`src/sv/dyeq_pkg.sv`:
```
// ----------------------------------------------------------------------------
// dyeq_pkg
// Types, register map, reset values and sequencer step codes shared by the
// dynamic EQ gain computer modules.
// ----------------------------------------------------------------------------
package dyeq_pkg;

	// sample format is fixed by the transaction layout
	localparam int SAMPLE_BITS = 24;

	// configuration port geometry
	localparam int CFG_INDEX_W = 3;
	localparam int CFG_DATA_W  = 24;
	localparam int RECIP_W     = 24;

	// 10*log10(2) in Q16
	localparam int DB_PER_LOG2_Q16 = 197283;

	// register indexes
	localparam logic [CFG_INDEX_W-1:0] REG_THRESHOLD_DB    = 3'd0;
	localparam logic [CFG_INDEX_W-1:0] REG_REDUCTION_SLOPE = 3'd1;
	localparam logic [CFG_INDEX_W-1:0] REG_ATTACK_COEFF    = 3'd2;
	localparam logic [CFG_INDEX_W-1:0] REG_RELEASE_COEFF   = 3'd3;
	localparam logic [CFG_INDEX_W-1:0] REG_BAND_GAIN_DB    = 3'd4;
	localparam logic [CFG_INDEX_W-1:0] REG_GAIN_RECIPROCAL = 3'd5;
	localparam logic [CFG_INDEX_W-1:0] REG_MONO_MODE       = 3'd6;

	// register reset values
	localparam logic signed [14:0] THRESHOLD_DB_RST    = -15'sd5120;
	localparam logic [15:0]        REDUCTION_SLOPE_RST = 16'd32768;
	localparam logic [15:0]        ATTACK_COEFF_RST    = 16'd65000;
	localparam logic [15:0]        RELEASE_COEFF_RST   = 16'd65500;
	localparam logic signed [13:0] BAND_GAIN_DB_RST    = 14'sd0;
	localparam logic [23:0]        GAIN_RECIPROCAL_RST = 24'hFFFFFF;
	localparam logic               MONO_MODE_RST       = 1'b0;

	// sequencer steps, used as state codes and as datapath commands
	localparam int OP_W = 5;
	localparam logic [OP_W-1:0] OP_IDLE = 5'd0;
	localparam logic [OP_W-1:0] OP_SQL  = 5'd1;
	localparam logic [OP_W-1:0] OP_SQR  = 5'd2;
	localparam logic [OP_W-1:0] OP_FOLL = 5'd3;
	localparam logic [OP_W-1:0] OP_FOLR = 5'd4;
	localparam logic [OP_W-1:0] OP_ENVR = 5'd5;
	localparam logic [OP_W-1:0] OP_MSB  = 5'd6;
	localparam logic [OP_W-1:0] OP_NORM = 5'd7;
	localparam logic [OP_W-1:0] OP_IDXM = 5'd8;
	localparam logic [OP_W-1:0] OP_TAB  = 5'd9;
	localparam logic [OP_W-1:0] OP_LVLM = 5'd10;
	localparam logic [OP_W-1:0] OP_LVL  = 5'd11;
	localparam logic [OP_W-1:0] OP_REDM = 5'd12;
	localparam logic [OP_W-1:0] OP_RED  = 5'd13;
	localparam logic [OP_W-1:0] OP_SCLM = 5'd14;
	localparam logic [OP_W-1:0] OP_SCL  = 5'd15;
	localparam logic [OP_W-1:0] OP_EFFM = 5'd16;
	localparam logic [OP_W-1:0] OP_DONE = 5'd17;

	typedef struct packed {
		logic signed [SAMPLE_BITS-1:0] left_sample;
		logic signed [SAMPLE_BITS-1:0] right_sample;
	} in_item_t;

	typedef struct packed {
		logic signed [13:0] effective_gain_db;
		logic [16:0]        dynamic_scale;
		logic [13:0]        reduction_db;
		logic signed [15:0] level_db;
	} out_item_t;

	typedef struct packed {
		logic signed [14:0] threshold_db;
		logic [15:0]        reduction_slope;
		logic [15:0]        attack_coeff;
		logic [15:0]        release_coeff;
		logic signed [13:0] band_gain_db;
		logic [RECIP_W-1:0] gain_reciprocal;
		logic               mono_mode;
	} cfg_t;

	// controller to datapath command
	typedef struct packed {
		logic [OP_W-1:0] op;
		logic            start;
		logic            load_out;
	} cmd_t;

endpackage

```
`src/sv/dyeq_ctrl.sv`:
```
// ----------------------------------------------------------------------------
// dyeq_ctrl
// Sequencer for the gain computer: walks one transaction through the steps
// of the shared datapath and owns both channel handshakes.
// ----------------------------------------------------------------------------
module dyeq_ctrl (
	input  logic              clk,
	input  logic              arst_n,
	input  logic              in_valid,
	output logic              in_ready,
	output logic              out_valid,
	input  logic              out_ready,
	output dyeq_pkg::cmd_t    cmd
);

	logic [dyeq_pkg::OP_W-1:0] state_q;
	logic [dyeq_pkg::OP_W-1:0] state_nxt;
	logic                      out_valid_q;
	logic                      slot_free;
	logic                      accept;
	logic                      load_out;

	// output register may be refilled when empty or being drained
	assign slot_free = !out_valid_q || out_ready;
	assign in_ready  = (state_q == dyeq_pkg::OP_IDLE);
	assign accept    = in_valid && in_ready;
	assign load_out  = (state_q == dyeq_pkg::OP_DONE) && slot_free;
	assign out_valid = out_valid_q;

	assign cmd.op       = state_q;
	assign cmd.start    = accept;
	assign cmd.load_out = load_out;

	// step sequence
	always_comb begin
		state_nxt = state_q;
		case (state_q)
			dyeq_pkg::OP_IDLE: begin
				if (accept) state_nxt = dyeq_pkg::OP_SQL;
			end
			dyeq_pkg::OP_SQL:  state_nxt = dyeq_pkg::OP_SQR;
			dyeq_pkg::OP_SQR:  state_nxt = dyeq_pkg::OP_FOLL;
			dyeq_pkg::OP_FOLL: state_nxt = dyeq_pkg::OP_FOLR;
			dyeq_pkg::OP_FOLR: state_nxt = dyeq_pkg::OP_ENVR;
			dyeq_pkg::OP_ENVR: state_nxt = dyeq_pkg::OP_MSB;
			dyeq_pkg::OP_MSB:  state_nxt = dyeq_pkg::OP_NORM;
			dyeq_pkg::OP_NORM: state_nxt = dyeq_pkg::OP_IDXM;
			dyeq_pkg::OP_IDXM: state_nxt = dyeq_pkg::OP_TAB;
			dyeq_pkg::OP_TAB:  state_nxt = dyeq_pkg::OP_LVLM;
			dyeq_pkg::OP_LVLM: state_nxt = dyeq_pkg::OP_LVL;
			dyeq_pkg::OP_LVL:  state_nxt = dyeq_pkg::OP_REDM;
			dyeq_pkg::OP_REDM: state_nxt = dyeq_pkg::OP_RED;
			dyeq_pkg::OP_RED:  state_nxt = dyeq_pkg::OP_SCLM;
			dyeq_pkg::OP_SCLM: state_nxt = dyeq_pkg::OP_SCL;
			dyeq_pkg::OP_SCL:  state_nxt = dyeq_pkg::OP_EFFM;
			dyeq_pkg::OP_EFFM: state_nxt = dyeq_pkg::OP_DONE;
			dyeq_pkg::OP_DONE: begin
				if (slot_free) state_nxt = dyeq_pkg::OP_IDLE;
			end
			default: state_nxt = dyeq_pkg::OP_IDLE;
		endcase
	end

	// state and output valid
	always_ff @(posedge clk or negedge arst_n) begin
		if (!arst_n) begin
			state_q     <= dyeq_pkg::OP_IDLE;
			out_valid_q <= 1'b0;
		end else begin
			state_q <= state_nxt;
			if (load_out) begin
				out_valid_q <= 1'b1;
			end else if (out_ready) begin
				out_valid_q <= 1'b0;
			end
		end
	end

endmodule

```
`config.mk`:
```
export PLATFORM = sky130hd
export DESIGN_NAME = dyeq_ctrl
export DESIGN_NICKNAME = d
export VERILOG_FILES = /design/src/sv/dyeq_pkg.sv /design/src/sv/dyeq_ctrl.sv
export SDC_FILE = /design/constraint.sdc
export NUM_CORES = 1
export LEC_CHECK = 0
export BUFFER_PORTS_ARGS = -buffer_cell sky130_fd_sc_hd__buf_4
export CORE_AREA = 5 5 42 44
export DETAILED_ROUTE_END_ITERATION = 8
export DIE_AREA = 0 0 47 49
export GPL_TIMING_DRIVEN = 0
export MAX_ROUTING_LAYER = met4
export PLACE_DENSITY = 0.45
export SETUP_SLACK_MARGIN = 0.05
export SYNTH_ARGS = -nofsm -noshare
export SYNTH_HDL_FRONTEND = slang
export SYNTH_SLANG_ARGS = --single-unit
```
`constraint.sdc`:
```
create_clock -name clk -period 1.4 [get_ports clk]
set_input_delay 0.21 -clock clk [delete_from_list [all_inputs] [get_ports clk]]
set_output_delay 0.21 -clock clk [all_outputs]
set_load 0.1 [all_outputs]
```
[Yosys cells after proc, flatten, opt, wreduce, memory -nomap -nowiden]
Cells that the tools add are included.
Operators by class
  reduce and logical (&&, ||, !) cells: 7
  eq/ne operators: 19
  multiplexer cells: 5
Operators with widths (number)
  5-bit one-hot mux with 18 select lines: 1
  5-bit by 4-bit equality test with 1-bit output (second input constant): 8
  5-bit by 3-bit equality test with 1-bit output (second input constant): 4
  5-bit by 2-bit equality test with 1-bit output (second input constant): 2
  5-bit equality test (second input constant): 2
  5-bit 2-to-1 mux: 2
  5-bit by 1-bit equality test with 1-bit output (second input constant): 1
  5-bit zero test: 1
  1-bit logical AND: 2
  1-bit 2-to-1 mux: 2
  2-bit by 1-bit inequality test with 1-bit output (second input constant): 1
  2-bit inequality test (second input constant): 1
  2-bit AND reduction: 1
  2-bit nonzero test: 1
  1-bit zero test: 1
  1-bit logical OR: 1
Storage, ports and cells
  bits of input ports: 4
  output and inout bits: 9
  logic and storage cells: 33
  bits in registers: 6

[Depth between registers and ports, before layout]
Gate-level depths: netlist of run 1.
  depth in word-level cells: 4
  mapped depth: 4

[Worst setup path after synthesis of run 1]
OpenSTA, ideal clock, no wires.
  path type: reg-to-output
  from: register state_q[1] (netlist bit)
  to: output cmd[1] (netlist bit)
  stages on the path, launching flop included: 5
  buffers on the path: 1
  arrival: 2.604 ns
  slack: -1.414 ns
  cells stage by stage: dfrtp_1 or3_4 nor3_4 and2_1 buf_4
Between the ends
  word-level cells in the longest chain between the ends: 2
RTL lines
  start: declaration: line dyeq_ctrl.sv:16  | logic [dyeq_pkg::OP_W-1:0] state_q;
  start signal: assignment: line dyeq_ctrl.sv:67  | state_q <= dyeq_pkg::OP_IDLE;
  start signal: assignment: line dyeq_ctrl.sv:70  | state_q <= state_nxt;
  5-bit zero test: line dyeq_ctrl.sv:25  | assign in_ready = (state_q == dyeq_pkg::OP_IDLE);
  via in_ready: line dyeq_ctrl.sv:10  | output logic in_ready,
  1-bit logical AND: line dyeq_ctrl.sv:26  | assign accept = in_valid && in_ready;
  end: declaration: line dyeq_ctrl.sv:13  | output dyeq_pkg::cmd_t cmd
The timed path passes the listed nets, and every way through them passes these cells.

[Worst setup path after layout of run 1]
  from: register state_q[1] (netlist bit)
  to: output cmd[1] (netlist bit)
Between the ends
  word-level cells in the longest chain between the ends: 2
RTL lines (line)
  5-bit zero test: dyeq_ctrl.sv:25
  1-bit logical AND: dyeq_ctrl.sv:26
No other way between the ends.

==> summary.txt, run 1 <==
STA
  – Worst hold slack: 250 ps
  – RSZ-0062 raised after global routing: yes
  – Setup slack after layout: -354 ps
  – Setup_tns: -952 ps
  – Worst Tran Pin Value: 281 ps
  – Max-slew violations: 0
  – Final Hold Fails: 0
  – Slew headroom: 0.815
  – Setup-failing EPs final: 3
  – Clock period minus worst slack: 1750 ps
  – Tcrit/Tclk final: 1.25
  – Clock skew: 5.75 ps
  – Achievable Freq: 570 MHz

Die
  – Core ar.: 1400 sq um
  – Die area: 2300 sq um
  – Die W: 47 microns
  – Initial Utilization: 0.239
  – FP Rows: 14
  – IO Count: 13
  – Die height: 49 microns

Min path
  – Worst hold path depth: 3
  – Hold Path Class: in2reg
  – Hold wc startpoint: out_ready
  – Hold EP: out_valid$_DFFE_PN0P_

GRT
  – Initial antenna violation count: 0
  – GRT Resource Usage Total: 0.0769
  – Met3 Use GR: 0.0554
  – Met2 Resource Use GR: 0.104
  – Largest net degree at the start of global routing: 11
  – Vias in the first global route: 281
  – GR Overflow Total: 0
  – First-pass GRT wire length: 1.23 mm
  – Met1 Resource Use GR: 0.0938
  – Top Usage Layer GRT: met2

Synthesis
  – Post-synthesis cell count: 33
  – Netlist Area Pre-Place: 335 sq um
  – Synthesized area per cell: 10.2 sq um
  – Register area share after synthesis: 0.448
  – Synth area leaders: dfrtp_1 45%, xor2_1 5.2%, nor3_4 4.9%
  – Syn nets: 37
  – Yosys warns: 0
  – Unique cell type count in the Yosys netlist: 18
  – FF+latch count, synth: 6
  – Area share of the largest cell type after synthesis: 0.448
  – Synth area leader: dfrtp_1

Clocking
  – Clock sinks: 6
  – Clock latency on the worst-skew pair: 250 ps
  – Reg clk slew, reported paths: 50 ps
  – CTS buffer count: 3
  – CTS H-tree lvls: 1
  – TritonCTS clock tree: yes
  – Max Buffers Root-to-Sink: 2
  – Clk root buf: clkbuf_4

Route
  – Number of routed nets with antenna violations: 0
  – Vias per cell: 4.20
  – Routed WL: 766 microns
  – 1st-iter DRT viols: 2
  – Vias: 294
  – DR WL/cell: 10.9 microns
  – Post-route DRC violation count: 0
  – Pre-Repair DR Iteration Count: 2

Placed design
  – GPL Wtd Cong: 0.721
  – Port Buffers: 12
  – Post-DP HPWL: 565 microns

Setup path
  – Worst-case reg-to-reg path depth: 3
  – Family with the most delay on the worst path: simple AND/OR/NAND/NOR gates
  – Crit Path Max Fanout: 3
  – CP max stage delay: 480 ps
  – R2R Path Start: state_q[1]$_DFFE_PN0P_
  – Reg2reg end: state_q[0]$_DFFE_PN0P_
  – Crit path DAT: 1540 ps
  – Crit path cell chain: or3_4 -> nor3_4 -> and2_4 -> buf_12
  – Crit Path Category: reg2out
  – CP Buf/Inv Count: 1
  – CP Launch Type: flip-flop
  – Critical Path RT: 1190 ps
  – Setup crit end kind: primary output
  – Reg2reg setup slack: 70 ps
  – Slowest cell on the critical path: dfrtp_4

Cells and area
  – Fin nets: 59
  – Multi-input logic area: 166 sq um
  – Filler cell count: 139
  – Layout overhead on the synthesized area: 70.9%
  – FF+latch area: 158 sq um
  – Share of cells above drive strength 1: 0.611
  – N_diodes: 0

Outcome
  – Failing checks: setup timing
  – Status: finished with violations

Flow run
  – MaxCap Viol Count: 0
## cell usage in the layout (no fill, tap or decap)
| cell type | count |
|---|---|
| dfrtp_1 | 2 |
| nand2_1 | 4 |
| clkbuf_1 | 1 |
| xor2_1 | 2 |
| buf_4 | 14 |
| nor2_1 | 4 |
| nor3_4 | 1 |
| and2_4 | 1 |
| nor3b_1 | 1 |
| nor3_2 | 2 |
| buf_6 | 2 |
| clkbuf_4 | 3 |
| a221oi_2 | 1 |
| buf_12 | 3 |
| or3_4 | 1 |
| dlygate4sd3_1 | 1 |
| clkbuf_2 | 1 |
| dfrtp_2 | 3 |
| dfrtp_4 | 1 |
| nor2b_1 | 1 |
| nand2b_1 | 1 |
| a31o_1 | 1 |
| xnor2_1 | 1 |
| nand3_1 | 2 |
## synthesized netlist by cell type, drive strengths merged
master,instances
dfrtp,6
nand2,4
nor2,4
buf,3
nor3,3
nand3,2
xor2,2
a221oi,1
a31o,1
and2,1
clkbuf,1
nand2b,1
nor2b,1
nor3b,1
or3,1
xnor2,1
## kinds of logic (layout without fill, tap and decap cells)
| kind of cell | count (synthesis) | after routing | synth area share |
|---|---|---|---|
| and+or+nand+nor | 18 | 18 | 0.310 |
| AOI/OAI and AO/OA | 2 | 2 | 0.0709 |
| buffers and inverters | 4 | 25 | 0.0933 |
| xor gates and xnor gates | 3 | 3 | 0.0784 |
| DFF | 6 | 6 | 0.448 |
## registers in the layout, indices dropped and copies added, names as in the netlist
register   flops
out_valid      1
state_q        5
## through the flow
stage	instances	util	area (sq um)	setup slack, ps
floorplan	33	-	350	-1170
global placement	61	0.329	460	-433
detailed placement	61	0.329	460	-452
CTS	70	0.403	564	-361
global route	70	0.409	573	-418
finish	70	0.409	573	-354
## per-layer routing
layer  up-vias  share of wire
li1        151              -
met3         0           0.10
met5         -              0
met2        11           0.47
met1       132           0.43
met4         0              0
## layout make-up
class | instances | share of cell area
tap | 16 | 0.0349
sequential | 6 | 0.275
multi-input combinational | 23 | 0.290
buffer | 3 | 0.0415
timing repair buffer | 18 | 0.312
clock buffer | 4 | 0.0459
## worst min-delay path, cell delays in order
cell	delay, ps
buf_4	80
nand2b_1	110
nand2_1	50
## timing repair
item	4_1_cts	5_1_grt
endpoints found under the hold margin	6	0
gates cloned	0	0
resized for setup	11	2
endpoints found under the setup margin	3	5
pin swaps	3	1
hold buffers	1	0
buffers inserted	5	0
## worst max-delay path by stage
stage / startpoint / to / slack, ps / cells past startpoint
floorplan: state_q[1]$_DFFE_PN0P_ / cmd[1] / -1170 / 4
CTS: state_q[1]$_DFFE_PN0P_ / cmd[1] / -360 / 4
global placement: state_q[1]$_DFFE_PN0P_ / cmd[1] / -430 / 5
detailed placement: state_q[1]$_DFFE_PN0P_ / cmd[1] / -450 / 5
global route: state_q[1]$_DFFE_PN0P_ / cmd[1] / -420 / 4
finish: state_q[1]$_DFFE_PN0P_ / cmd[1] / -350 / 4
Power of run 1 is left out: the tool's default activity adds up to more than one toggle a clock period on the data nets, which glitch-free logic cannot reach.
==> inputs of run 2 (changes only) <==
- ABC_AREA: not set -> 1
- PLACE_DENSITY: 0.45 -> 0.52
==> run 2 against run 1 <==
The run still ends with setup timing left. Clock skew is 2.7 ps lower. Register-to-register slack hardly changed. Worst hold slack worse by 92 ps. Critical path depth stayed put. Setup slack better by 210 ps. Synthesized area is 25% higher. Utilization is 9.6 points higher. Sequential cell count stayed put. Critical endpoint unchanged.
==> summary.txt, run 2 <==
Outcome
  – Status: finished with violations
  – Failing checks: setup timing

STA
  – Setup-failing EPs final: 3
  – Setup slack after layout: -145 ps
  – Clock skew: 3.09 ps
  – Tcrit/Tclk final: 1.10
  – Clock period minus worst slack: 1540 ps
  – Worst Tran Pin Value: 279 ps
  – Worst hold slack: 158 ps
  – Slew headroom: 0.816
  – RSZ-0062 raised after global routing: yes
  – Achievable Freq: 647 MHz
  – Final Hold Fails: 0
  – Max-slew violations: 0

Clocking
  – CTS buffer count: 3
  – TritonCTS clock tree: yes
  – CTS H-tree lvls: 1
  – Clock sinks: 6
  – Reg clk slew, reported paths: 40 ps
  – Clock latency on the worst-skew pair: 240 ps
  – Max Buffers Root-to-Sink: 2
  – Clk root buf: clkbuf_4

Cells and area
  – Biggest register: state_q
  – Layout overhead on the synthesized area: 68.7%
  – Most frequent cells in the layout: 15 x nand2_1, 12 x buf_4, 9 x inv_1
  – Share of cells above drive strength 1: 0.476
  – Non-Filler Instances: 100
  – Fin nets: 90
  – FF+latch area: 173 sq um
  – N_diodes: 0
  – Filler cell count: 154
  – Core Util, Final: 0.504
  – Largest register FFs: 5
  – Multi-input logic area: 241 sq um
  – Commonest non-fill, non-tap cell in the layout: nand2_1

Synthesis
  – Syn nets: 68
  – FF+latch count, synth: 6
  – Synth area leaders: dfrtp_1 36%, nand2_1 13%, inv_1 9.9%
  – Synthesized area per cell: 6.55 sq um
  – Register area share after synthesis: 0.358
  – Synth area leader: dfrtp_1
  – Top-count cell post-synth: nand2_1
  – Top post-synthesis cells by count: 15 x nand2_1, 11 x inv_1, 10 x nor2_1
  – Yosys warns: 0
  – Area share of the largest cell type after synthesis: 0.358
  – Ys flop type: dfrtp_1
  – Post-synth EDFFs: 0
  – Post-synthesis cell count: 64
  – Unique cell type count in the Yosys netlist: 15
  – Netlist Area Pre-Place: 419 sq um
  – Async set-reset flop share out of synthesis: 1.00

Route
  – Routed WL: 1.16 mm
  – 1st-iter DRT viols: 8
  – Pre-Repair DR Iteration Count: 2
  – Post-route DRC violation count: 0
  – DR WL/cell: 11.6 microns
  – Number of routed nets with antenna violations: 0
  – Vias per cell: 4.65
  – Vias: 465

Placed design
  – Post-DP HPWL: 754 microns
  – Placed Cells: 92
  – GPL Wtd Cong: 0.752
  – Port Buffers: 12

Die
  – Die height: 49 microns
  – FP Rows: 14
  – Initial Utilization: 0.299
  – Die area: 2300 sq um
  – Core ar.: 1400 sq um
  – Die W: 47 microns
  – IO Count: 13

GRT
  – Largest net degree at the start of global routing: 9
  – GRT Resource Usage Total: 0.117
  – Initial antenna violation count: 0
  – GR Overflow Total: 0
  – Vias in the first global route: 495
  – First-pass GRT wire length: 1.94 mm
  – Met3 Use GR: 0.0480
  – Top Usage Layer GRT: met2
  – Met1 Resource Use GR: 0.133
  – Met2 Resource Use GR: 0.186

Setup path
  – Critical Path RT: 1190 ps
  – Crit path cell chain: nor2_4 -> nand3_4 -> nor2_4 -> buf_12
  – CP Launch Type: flip-flop
  – Most used cell, CP: nor2_4
  – Crit path DAT: 1330 ps
  – Setup crit end kind: primary output
  – Crit Path Category: reg2out
  – Crit Path Max Fanout: 3
  – Slowest cell on the critical path: dfrtp_4
  – CP max stage delay: 490 ps

Min path
  – Hold Path Class: in2reg

Flow run
  – MaxCap Viol Count: 0
[run 2: layout make-up]
type	count	share of cell area
sequential	6	0.244
clock buffer	3	0.0319
inverter	13	0.0796
multi-input combinational	43	0.342
timing repair buffer	19	0.274
tap	16	0.0283
[run 2: logic make-up after synthesis]
family	count (synthesis)	share of synthesized area
AND/OR/NAND/NOR	42	0.475
AO/OA/AOI/OAI	1	0.0119
flip-flops	6	0.358
buffers and inverters	15	0.155
[run 2: per-layer routing]
layer  share of wire  vias up
met5               0        -
met4           0.011        0
met3           0.059        2
met2            0.53       12
met1            0.39      217
li1                -      234
[run 2: final timing paths]
kind,startpoint,end,slack (ps),depth (start not counted)
worst max-delay path,state_q[2]$_DFFE_PN0P_,cmd[1],-140,4
worst min-delay path,out_ready,out_valid$_DFFE_PN0P_,160,2
worst max register to register,state_q[2]$_DFFE_PN0P_,state_q[0]$_DFFE_PN0P_,70,6
worst min register to register,out_valid$_DFFE_PN0P_,out_valid$_DFFE_PN0P_,640,2
max in group asynchronous,arst_n,state_q[4]$_DFFE_PN0P_,960,2
min in group asynchronous,arst_n,state_q[1]$_DFFE_PN0P_,310,2
[run 2: critical path: cells and delay by family, from the launching register on]
kind | cells | cell delay, ps
buffers and inverters | 1 | 180
flip-flops | 1 | 490
AND/OR/NAND/NOR | 3 | 420
[run 2: metrics by stage]
step | TNS (ps) | setup slack (ps) | cell area [sq um]
after global placement | -292 | -163 | 594
after CTS | -371 | -182 | 687
final | -338 | -145 | 707
after global routing | -521 | -195 | 707
after detailed placement | -263 | -150 | 594
after floorplan | -298 | -127 | 484
[run 2: timing repair]
action                                 4_1_cts  5_1_grt
setup endpoints to repair                    3        6
resized for setup                           11        5
pin swaps                                    5        5
endpoints found under the hold margin        6        0
hold buffers                                 1        0
setup buffers                                5        1
Power of run 2 is left out for the same reason.
